[src/design/packed_pixel_store_top_defines.svh]
// ----------------------------------------------------------------------------
// packed_pixel_store_top_defines
// assertion macros used by the packed pixel store top
// ----------------------------------------------------------------------------
`ifndef PACKED_PIXEL_STORE_TOP_DEFINES_SVH
`define PACKED_PIXEL_STORE_TOP_DEFINES_SVH

// same-cycle implication, checked while out of reset
`define PPS_ASSERT_NOW(label, clk, rst_n, ante, cons, msg) \
    label: assert property (@(posedge clk) disable iff (!rst_n) (ante) |-> (cons)) \
        else $error(msg);

// next-cycle implication, checked while out of reset
`define PPS_ASSERT_NEXT(label, clk, rst_n, ante, cons, msg) \
    label: assert property (@(posedge clk) disable iff (!rst_n) (ante) |=> (cons)) \
        else $error(msg);

`endif

[src/design/pps_pkg.sv]
// ----------------------------------------------------------------------------
// pps_pkg
// shared widths, codes and control types of the packed pixel store
// ----------------------------------------------------------------------------
package pps_pkg;

    localparam int BYTE_W      = 8;
    localparam int DEPTH_W     = 4;
    localparam int LIMIT_W     = 13;
    localparam int INDEX_W     = 15;
    localparam int CFG_W       = 13;
    localparam int REG_INDEX_W = 1;
    localparam int BIT_POS_W   = 19;
    localparam int FIRST_W     = 16;
    localparam int SHIFT_W     = 3;
    localparam int WORD_W      = 16;
    localparam int IN_TDATA_W  = 24;
    localparam int OUT_TDATA_W = 16;

    localparam int DEFAULT_STORE_BYTES = 4096;

    localparam logic [DEPTH_W-1:0] BPE_RESET = 4'd1;
    localparam logic [LIMIT_W-1:0] BIU_RESET = 13'd4096;
    localparam logic [DEPTH_W-1:0] DEPTH_MIN = 4'd1;
    localparam logic [DEPTH_W-1:0] DEPTH_MAX = 4'd8;

    // configuration register indexes
    localparam logic [REG_INDEX_W-1:0] REG_BITS_PER_ENTRY = 1'b0;
    localparam logic [REG_INDEX_W-1:0] REG_BYTES_IN_USE   = 1'b1;

    // opcodes
    localparam logic OP_READ  = 1'b0;
    localparam logic OP_WRITE = 1'b1;

    // controller to datapath commands
    typedef struct packed {
        logic accept;
        logic commit;
        logic load_out;
    } pps_cmd_t;

endpackage

[src/design/pps_ctrl.sv]
// ----------------------------------------------------------------------------
// pps_ctrl
// item sequencer and result valid flag
// ----------------------------------------------------------------------------
module pps_ctrl
    import pps_pkg::*;
(
    input  logic     clk,
    input  logic     rst_n,
    input  logic     s_tvalid,
    output logic     s_tready,
    output logic     m_tvalid,
    input  logic     m_tready,
    output pps_cmd_t cmd
);

    typedef enum logic [2:0] {
        S_IDLE   = 3'b001,
        S_MODIFY = 3'b010,
        S_HOLD   = 3'b100
    } state_t;

    state_t state_reg;
    state_t state_next;
    logic   out_valid_reg;
    logic   out_valid_next;
    logic   slot_free;

    always_comb
    begin
        slot_free    = !out_valid_reg || m_tready;
        state_next   = state_reg;
        cmd.accept   = 1'b0;
        cmd.commit   = 1'b0;
        cmd.load_out = 1'b0;
        case (state_reg)
            S_IDLE:
            begin
                cmd.accept = s_tvalid;
                if (s_tvalid)
                begin
                    state_next = S_MODIFY;
                end
            end
            S_MODIFY:
            begin
                cmd.commit = 1'b1;
                if (slot_free)
                begin
                    cmd.load_out = 1'b1;
                    state_next   = S_IDLE;
                end
                else
                begin
                    state_next = S_HOLD;
                end
            end
            S_HOLD:
            begin
                if (slot_free)
                begin
                    cmd.load_out = 1'b1;
                    state_next   = S_IDLE;
                end
            end
            default:
            begin
                state_next = S_IDLE;
            end
        endcase
        out_valid_next = cmd.load_out || (out_valid_reg && !m_tready);
    end

    always_ff @(posedge clk or negedge rst_n)
    begin
        if (!rst_n)
        begin
            state_reg     <= S_IDLE;
            out_valid_reg <= 1'b0;
        end
        else
        begin
            state_reg     <= state_next;
            out_valid_reg <= out_valid_next;
        end
    end

    assign s_tready = (state_reg == S_IDLE);
    assign m_tvalid = out_valid_reg;

endmodule

[config.mk]
export PLATFORM = sky130hd
export DESIGN_NAME = pps_ctrl
export DESIGN_NICKNAME = d
export VERILOG_FILES = /design/src/design/packed_pixel_store_top_defines.svh /design/src/design/pps_pkg.sv /design/src/design/pps_ctrl.sv
export SDC_FILE = /design/constraint.sdc
export NUM_CORES = 1
export LEC_CHECK = 0
export ABC_AREA = 1
export BUFFER_PORTS_ARGS = -buffer_cell sky130_fd_sc_hd__buf_4
export CORE_AREA = 3 3 40 42
export CTS_BUF_LIST = sky130_fd_sc_hd__clkbuf_16
export CTS_CLUSTER_SIZE = 10
export DETAILED_ROUTE_END_ITERATION = 10
export DIE_AREA = 0 0 43 45
export GPL_TIMING_DRIVEN = 0
export SLEW_MARGIN = 10
export SYNTH_ARGS = -nofsm -noshare
export SYNTH_HDL_FRONTEND = slang
export SYNTH_SLANG_ARGS = --single-unit
[constraint.sdc]
create_clock -name clk -period 1.06 [get_ports clk]
set_clock_uncertainty 0.05 [all_clocks]
set_input_delay 0.212 -clock clk [delete_from_list [all_inputs] [get_ports clk]]
set_output_delay 0.212 -clock clk [all_outputs]
set_load 0.01 [all_outputs]
* Word-level counts from Yosys, hierarchy flattened
Index checks and enable logic that the tools add are counted.
** Operators by class
- Eq/ne operators :: 5
- Mux-type cells :: 8
- Reduce and logical (&&, ||, !) cells :: 7
** Operators with widths (number)
- 3-bit two-way mux :: 3
- 3-bit case mux with 3 select lines :: 1
- 1-bit two-way mux :: 4
- 2-bit inequality test (second input constant) :: 2
- 3-bit by 1-bit equality test with 1-bit output (second input constant) :: 1
- 3-bit by 2-bit equality test with 1-bit output (second input constant) :: 1
- 3-bit equality test (second input constant) :: 1
- 1-bit zero test :: 2
- 1-bit logical OR :: 2
- 2-bit AND reduction :: 1
- 2-bit OR reduction :: 1
- 1-bit logical AND :: 1
** Storage, ports and cells
- Flip-flop bits (word level) :: 4
- Input bits :: 4
- Output and inout port bits :: 5
- Logic and storage cells :: 22

* Depth between registers and ports, before layout
Gate-level depths: netlist of run 1.
- Depth after elaboration :: 5
- Gate-level depth with buffers :: 5
- Mapped depth without buffers :: 5

* Least setup slack after synthesis of run 1
Ideal clock, no wire load.
- Path type :: reg2out
- Start :: reg state_reg[0]
- End :: out cmd[2] in the netlist's numbering
- Arrival time :: 876 ps
- Path slack :: -78 ps
- Cell stages (with the launch flop) :: 3
- Path buffers :: 0
- Cells stage by stage :: dfstp_2 > nand3_1 > nor2_1
** RTL lines
- from (decl) :: line pps_ctrl.sv:23 : state_t state_reg;
- from (signal assigned) :: line pps_ctrl.sv:83 : state_reg <= state_next;
- to (decl) :: line pps_ctrl.sv:14 : output pps_cmd_t cmd

==> results of run 1 <==
## worst max-delay path: stages (launching register included)
cell and delay [ns]:
sky130_fd_sc_hd__dfstp_2 0.60, sky130_fd_sc_hd__nor3_4 0.07, sky130_fd_sc_hd__nor2_2 0.13, sky130_fd_sc_hd__nor2_2 0.04
sky130_fd_sc_hd__buf_4 0.14
## synth_stat cells
master                    number  area [sq um]
sky130_fd_sc_hd__nor2_1        5          18.8
sky130_fd_sc_hd__inv_1         4          15.0
sky130_fd_sc_hd__nand3_1       4          20.0
sky130_fd_sc_hd__dfrtp_1       3          75.1
sky130_fd_sc_hd__nand2_1       3          11.3
sky130_fd_sc_hd__nor2_2        2          12.5
sky130_fd_sc_hd__dfstp_2       1          26.3
sky130_fd_sc_hd__inv_2         1          3.75
sky130_fd_sc_hd__nor3_1        1          5.00
sky130_fd_sc_hd__nor3_2        1          10.0
sky130_fd_sc_hd__o21ai_1       1          5.00
## repair_timing
item,in CTS,in global routing
hold endpoints to repair,4,0
pin swaps,3,6
resized for setup,5,6
endpoints found under the setup margin,4,8
setup buffers,2,4
hold buffers,1,0
## worst paths after layout
kind | endpoint | from | cells after the start
min in group asynchronous | state_reg[2] | rst_n | 2
max reg2reg | state_reg[0] | state_reg[1] | 7
min | m_tvalid | m_tready | 2
max in group asynchronous | state_reg[0] | rst_n | 2
min reg2reg | m_tvalid | m_tvalid | 2
max | cmd[0] | state_reg[0] | 4
## metrics by stage
| step | cell area (sq um) | power (mW) | utilization | hold WS, ns | cells |
|---|---|---|---|---|---|
| 2_1_floorplan | 231 | 0.512 | - | -0.134 | 26 |
| 3_3_place_gp | 310 | 0.654 | 0.241 | -0.0409 | 49 |
| 3_5_place_dp | 310 | 0.659 | 0.241 | -0.0403 | 49 |
| 4_1_cts | 434 | 1.36 | 0.338 | 0.140 | 56 |
| 5_1_grt | 473 | 1.55 | 0.368 | 0.154 | 59 |
| 6_report | 473 | 1.47 | 0.368 | 0.135 | 59 |
## cell type report
cell class,count,area [sq um],area share
Multi-Input combinational cell,17,129,0.272
Timing Repair Buffer,14,126,0.267
Sequential cell,4,101,0.214
Clock buffer,3,75.1,0.159
Inverter,5,18.8,0.0397
Tap cell,15,18.8,0.0397
Clock inverter,1,3.75,0.00794
## cells in the final DEF, fill, tap and decap left out, types with 2 or more instances in the layout
cell type / instances
sky130_fd_sc_hd__buf_4: 8
sky130_fd_sc_hd__buf_6: 5
sky130_fd_sc_hd__inv_1: 4
sky130_fd_sc_hd__nor2_2: 3
sky130_fd_sc_hd__nand2_1: 3
sky130_fd_sc_hd__clkbuf_16: 3
sky130_fd_sc_hd__dfrtp_1: 3
sky130_fd_sc_hd__inv_2: 2
sky130_fd_sc_hd__nor2_4: 2
sky130_fd_sc_hd__nor2_1: 2
sky130_fd_sc_hd__nand3_1: 2
## metal layers
layer  vias to the layer above  part of all wire  GRT usage  wire length, microns
met1                       104              0.34     0.0685                   199
li1                        115                 -          -                     -
met4                         0                 0     0.0723                     0
met3                         0             0.064     0.0319                    37
met5                         -                 0          0                     0
met2                         5              0.59      0.120                   345
## power groups by stage
stage	Combinational [mW]	Sequential [mW]	Clock, mW
2_1_floorplan	0.234	0.279	0
3_3_place_gp	0.377	0.276	0
3_5_place_dp	0.381	0.278	0
4_1_cts	0.464	0.280	0.615
5_1_grt	0.634	0.297	0.624
6_report	0.579	0.285	0.602
## logic make-up (layout without fill, tap and decap cells)
| family | count (synthesis) | count (layout) | synth area share |
|---|---|---|---|
| buffers and inverters | 5 | 23 | 0.0926 |
| AO/OA/AOI/OAI | 1 | 1 | 0.0247 |
| AND/OR/NAND/NOR | 16 | 16 | 0.383 |
| flip-flops | 4 | 4 | 0.500 |
==> metrics.log, run 1 <==
INFO  metric die-area = 1940 sq um
INFO  metric data_required_time_of_the_critical_path = 0.80 ns
INFO  metric grt_pass1_wl = 993 microns
INFO  metric layout_worst_path_cycle_share = 1.39
INFO  metric coreArea = 1280 sq um
INFO  metric finalWorstSetupSlack = -0.408 ns
INFO  metric drt_wl_total = 582 microns
INFO  metric vias_per_cell = 3.80
INFO  metric grt_remaining_overflow = 0
INFO  metric synth_cell_type_count = 11
INFO  metric detailed_place_hpwl = around 350 microns
INFO  metric antenna-diode-count = 0
INFO  metric largest_register_ffs = 3
INFO  metric share_clk_of_total_power = 0.411
INFO  metric route.detailed.drc = 0
INFO  metric grt_max_degree = 6
INFO  metric final_layout_size_suffix_gt1_frac = 0.636
INFO  metric clk_root_buffer_cell = sky130_fd_sc_hd__clkbuf_16
INFO  metric filler_cell_count = approximately 140
INFO  metric power_frac_seq = 0.194
INFO  metric yosysWarningCount = 0
INFO  metric relSlewSlack = 0.877
INFO  metric grt_pass1_vias = 235
INFO  metric synth_nets = 30
INFO  metric detailedRoute.firstPassIterationCount = 2
INFO  metric synthCells = 26
INFO  metric floorplan.initialDensity = 0.158
INFO  metric cellPowerDensity = 3100 nW/um^2
INFO  metric sw_frac_of_total = 0.301
INFO  metric path_class = flop to output port
INFO  metric place.port_buffers = 8
INFO  metric clock_sinks = 4
INFO  metric detail-route-antenna-nets = 0
INFO  metric synth_seq_area_share = 0.500
INFO  metric routedWlPerCell = 9.86 microns
INFO  metric grt_setup_unrepaired = yes
INFO  metric worstMarginPinSlew = roughly 0.18 ns
INFO  metric p_comb_frac = 0.395
INFO  metric clock_latency_of_the_later_clocked_register_in_the_worst_skew_pair = 0.23 ns
INFO  metric ctsHtreeMaxLevel = 1
INFO  metric mappedNetlistArea = 203 sq um
INFO  metric register_bit_total_from_synthesis = 4
INFO  metric area_growth = 133%
INFO  metric result_of_the_run = complete, but fails checks
INFO  metric cts_tree = yes
INFO  metric clockBufferDepth = 2
INFO  metric rows = 13
INFO  metric cts.reportedPaths.clkPinSlew = 0.03 ns
INFO  metric synthesis.area_per_instance = 7.80 sq um
INFO  metric crit_path_max_fanout = 5
INFO  metric cp-start-kind = flop
INFO  metric violations = negative setup slack
INFO  metric worst_ep_arrival_time = 1.21 ns
INFO  metric setup_viol = 7
INFO  metric io_pins = 9
INFO  metric fp.dieH = ~45 microns
INFO  metric grt_use_total = 0.0736
INFO  metric cellInternalPower = 1.02 mW
INFO  metric worstSetupEndpointType = output port
INFO  metric num_vias = 224
INFO  metric grt_antenna_before_repair = 0
INFO  metric worst_slack_at_placement = -0.198 ns
INFO  metric first_iteration_detailed_routing_drc_count = 1
INFO  metric regToRegSetupSlack = -0.15 ns
INFO  metric number_of_buffers_added_by_the_clock_tree_synthesis_step = 3
INFO  metric final.min_clock_period = approximately 1.5 ns
INFO  metric max_clock_freq = 681 MHz
INFO  metric hp-class = primary input to flop
INFO  metric final_hold_violating_endpoints = 0
INFO  metric power.net_switching = between 400 and 500 uW
INFO  metric finalWeightedCongestion = 0.678
INFO  metric power_leakage = 0.233 nW
INFO  metric die-width = 43 microns
INFO  metric finalNetCount = 49
INFO  metric ir_worst_vdd = 1.28 mV
INFO  metric finalMaxSlewViolations = 0
INFO  metric setup_tns_after_final_layout = -1.61 ns
INFO  metric maxCapViolCount = 0
Power figures use the tool's default switching activity.
==> run 2, diff against run 1 <==
Settings changed: CTS_BUF_LIST sky130_fd_sc_hd__clkbuf_16 to sky130_fd_sc_hd__clkbuf_8 sky130_fd_sc_hd__clkbuf_16.
==> metrics.log, run 2 (same netlist as run 1, synthesis figures left out) <==
INFO  metric ir_worst_vdd = 0.874 mV
INFO  metric largest_register_ffs = 3
INFO  metric die-area = between 1500 and 2000 sq um
INFO  metric layout_worst_path_cycle_share = 1.38
INFO  metric ctsHtreeMaxLevel = 1
INFO  metric floorplan.initialDensity = 0.158
INFO  metric place.port_buffers = 8
INFO  metric grt_pass1_wl = 869 microns
INFO  metric detail-route-antenna-nets = 0
INFO  metric setup_viol = 6
INFO  metric detailed_place_hpwl = around 350 microns
INFO  metric data_required_time_of_the_critical_path = 0.80 ns
INFO  metric final_util = 0.342
INFO  metric die-width = roughly 43 microns
INFO  metric final_layout_size_suffix_gt1_frac = 0.636
INFO  metric finalMaxSlewViolations = 0
INFO  metric clockBufferDepth = 2
INFO  metric maxCapViolCount = 0
INFO  metric cellPowerDensity = between 2000 and 3000 nW/um^2
INFO  metric rows = 13
INFO  metric route.detailed.drc = 0
INFO  metric grt_setup_unrepaired = yes
INFO  metric routedWlPerCell = 8.42 microns
INFO  metric grt_max_degree = 6
INFO  metric hp-class = primary input to flop
INFO  metric detailedRoute.firstPassIterationCount = 2
INFO  metric grt_antenna_before_repair = 0
INFO  metric worstMarginPinSlew = around 0.19 ns
INFO  metric crit_path_max_fanout = 5
INFO  metric path_class = flop to output port
INFO  metric grt_pass1_vias = 226
INFO  metric antenna-diode-count = 0
INFO  metric power = 1.19 mW
INFO  metric result_of_the_run = complete, but fails checks
INFO  metric coreArea = between 1000 and 1500 sq um
INFO  metric most_frequent_cells_in_the_layout = 8 x sky130_fd_sc_hd__buf_4, 5 x sky130_fd_sc_hd__buf_6, 4 x sky130_fd_sc_hd__inv_1
INFO  metric placed_cell_area = 310 sq um
INFO  metric first_iteration_detailed_routing_drc_count = 1
INFO  metric clock_sinks = 4
INFO  metric fp.dieH = roughly 45 microns
INFO  metric worstSetupEndpointType = output port
INFO  metric drt_wl_total = 497 microns
INFO  metric area_growth = 117%
INFO  metric clock_latency_of_the_later_clocked_register_in_the_worst_skew_pair = 0.22 ns
INFO  metric cpPeakStageDelay = 0.60 ns
INFO  metric finalNetCount = 49
INFO  metric finalWeightedCongestion = 0.678
INFO  metric worst_ep_arrival_time = 1.20 ns
INFO  metric number_of_buffers_added_by_the_clock_tree_synthesis_step = 3
INFO  metric power_leakage = 0.218 nW
INFO  metric cts.reportedPaths.clkPinSlew = approximately 0.04 ns
INFO  metric num_vias = roughly 230
INFO  metric grt_use_total = 0.0645
INFO  metric crit_slowest_cell = sky130_fd_sc_hd__dfstp_2
INFO  metric grt_remaining_overflow = 0
INFO  metric cp_cell_sequence = nor3_4 > nor2_2 > nor2_2 > buf_4
INFO  metric final.min_clock_period = 1.46 ns
INFO  metric layout_commonest_cell = sky130_fd_sc_hd__buf_4
INFO  metric final_hold_violating_endpoints = 0
INFO  metric finalWorstSetupSlack = -0.401 ns
INFO  metric violations = negative setup slack
INFO  metric vias_per_cell = 3.83
INFO  metric relSlewSlack = 0.876
INFO  metric final_design_area_no_fill = 439 sq um
INFO  metric max_clock_freq = 684 MHz
INFO  metric cts_tree = yes
INFO  metric io_pins = 9
INFO  metric clk_root_buffer_cell = sky130_fd_sc_hd__clkbuf_8
INFO  metric cp-start-kind = flop
INFO  metric timing.critical_path.mode_cell = sky130_fd_sc_hd__nor2_2
## run 2: cell counts in the layout (fill, tap and decap cells not counted)
No cell type changed its count.
## run 2: per-stage QoR
stage	std cells	setup TNS (ns)	hold slack, ns	setup WS (ns)
after floorplan	26	-0.0671	-0.134	-0.0422
after global placement	49	-0.389	-0.0409	-0.161
after detailed placement	49	-0.430	-0.0403	-0.198
after CTS	56	-1.37	0.136	-0.400
after global routing	59	-1.86	0.153	-0.444
final	59	-1.53	0.138	-0.401
## run 2: per-layer routing
layer  up-vias  share of wire  GRT usage
met2         5           0.55     0.0898
li1        116              -          -
met5         -              0          0
met3         0          0.050     0.0279
met1       105           0.40     0.0686
met4         0              0     0.0723
## run 2: worst max-delay path, delay by kind of cell, from the launching register on
family,cells,cell delay [ns]
simple gates,3,0.24
flops,1,0.60
buf+inv,1,0.14
## run 2: final timing paths
check                              from           end  slack [ns]  depth (start not counted)
max                        state_reg[0]        cmd[0]       -0.40                          4
min                            m_tready      m_tvalid        0.14                          2
max reg2reg                state_reg[1]  state_reg[0]       -0.14                          7
min reg2reg                    m_tvalid      m_tvalid        0.50                          2
max in group asynchronous         rst_n  state_reg[0]        0.49                          2
min in group asynchronous         rst_n  state_reg[2]        0.27                          2
## run 2: final cells by class
cell class | instances | area, sq um
clock inverter | 1 | 3.75
sequential | 4 | 101
timing repair buffer | 14 | 126
clock buffer | 3 | 41.3
inverter | 5 | 18.8
tap | 15 | 18.8
fill | 141 | 846
multi-input combinational | 17 | 129
## run 2: report_power, final
part / total (mW) / internal (mW) / switching (mW)
clock: 0.331 / 0.247 / 0.0835
sequential: 0.284 / 0.217 / 0.0675
combinational: 0.573 / 0.320 / 0.253
## run 2: what timing repair did
action | CTS | global route
hold buffers | 1 | 0
hold endpoints to repair | 4 | 0
cloned | 0 | 0
setup endpoints to repair | 4 | 8
setup buffers | 2 | 4
pin swaps | 3 | 6
resized for setup | 5 | 6
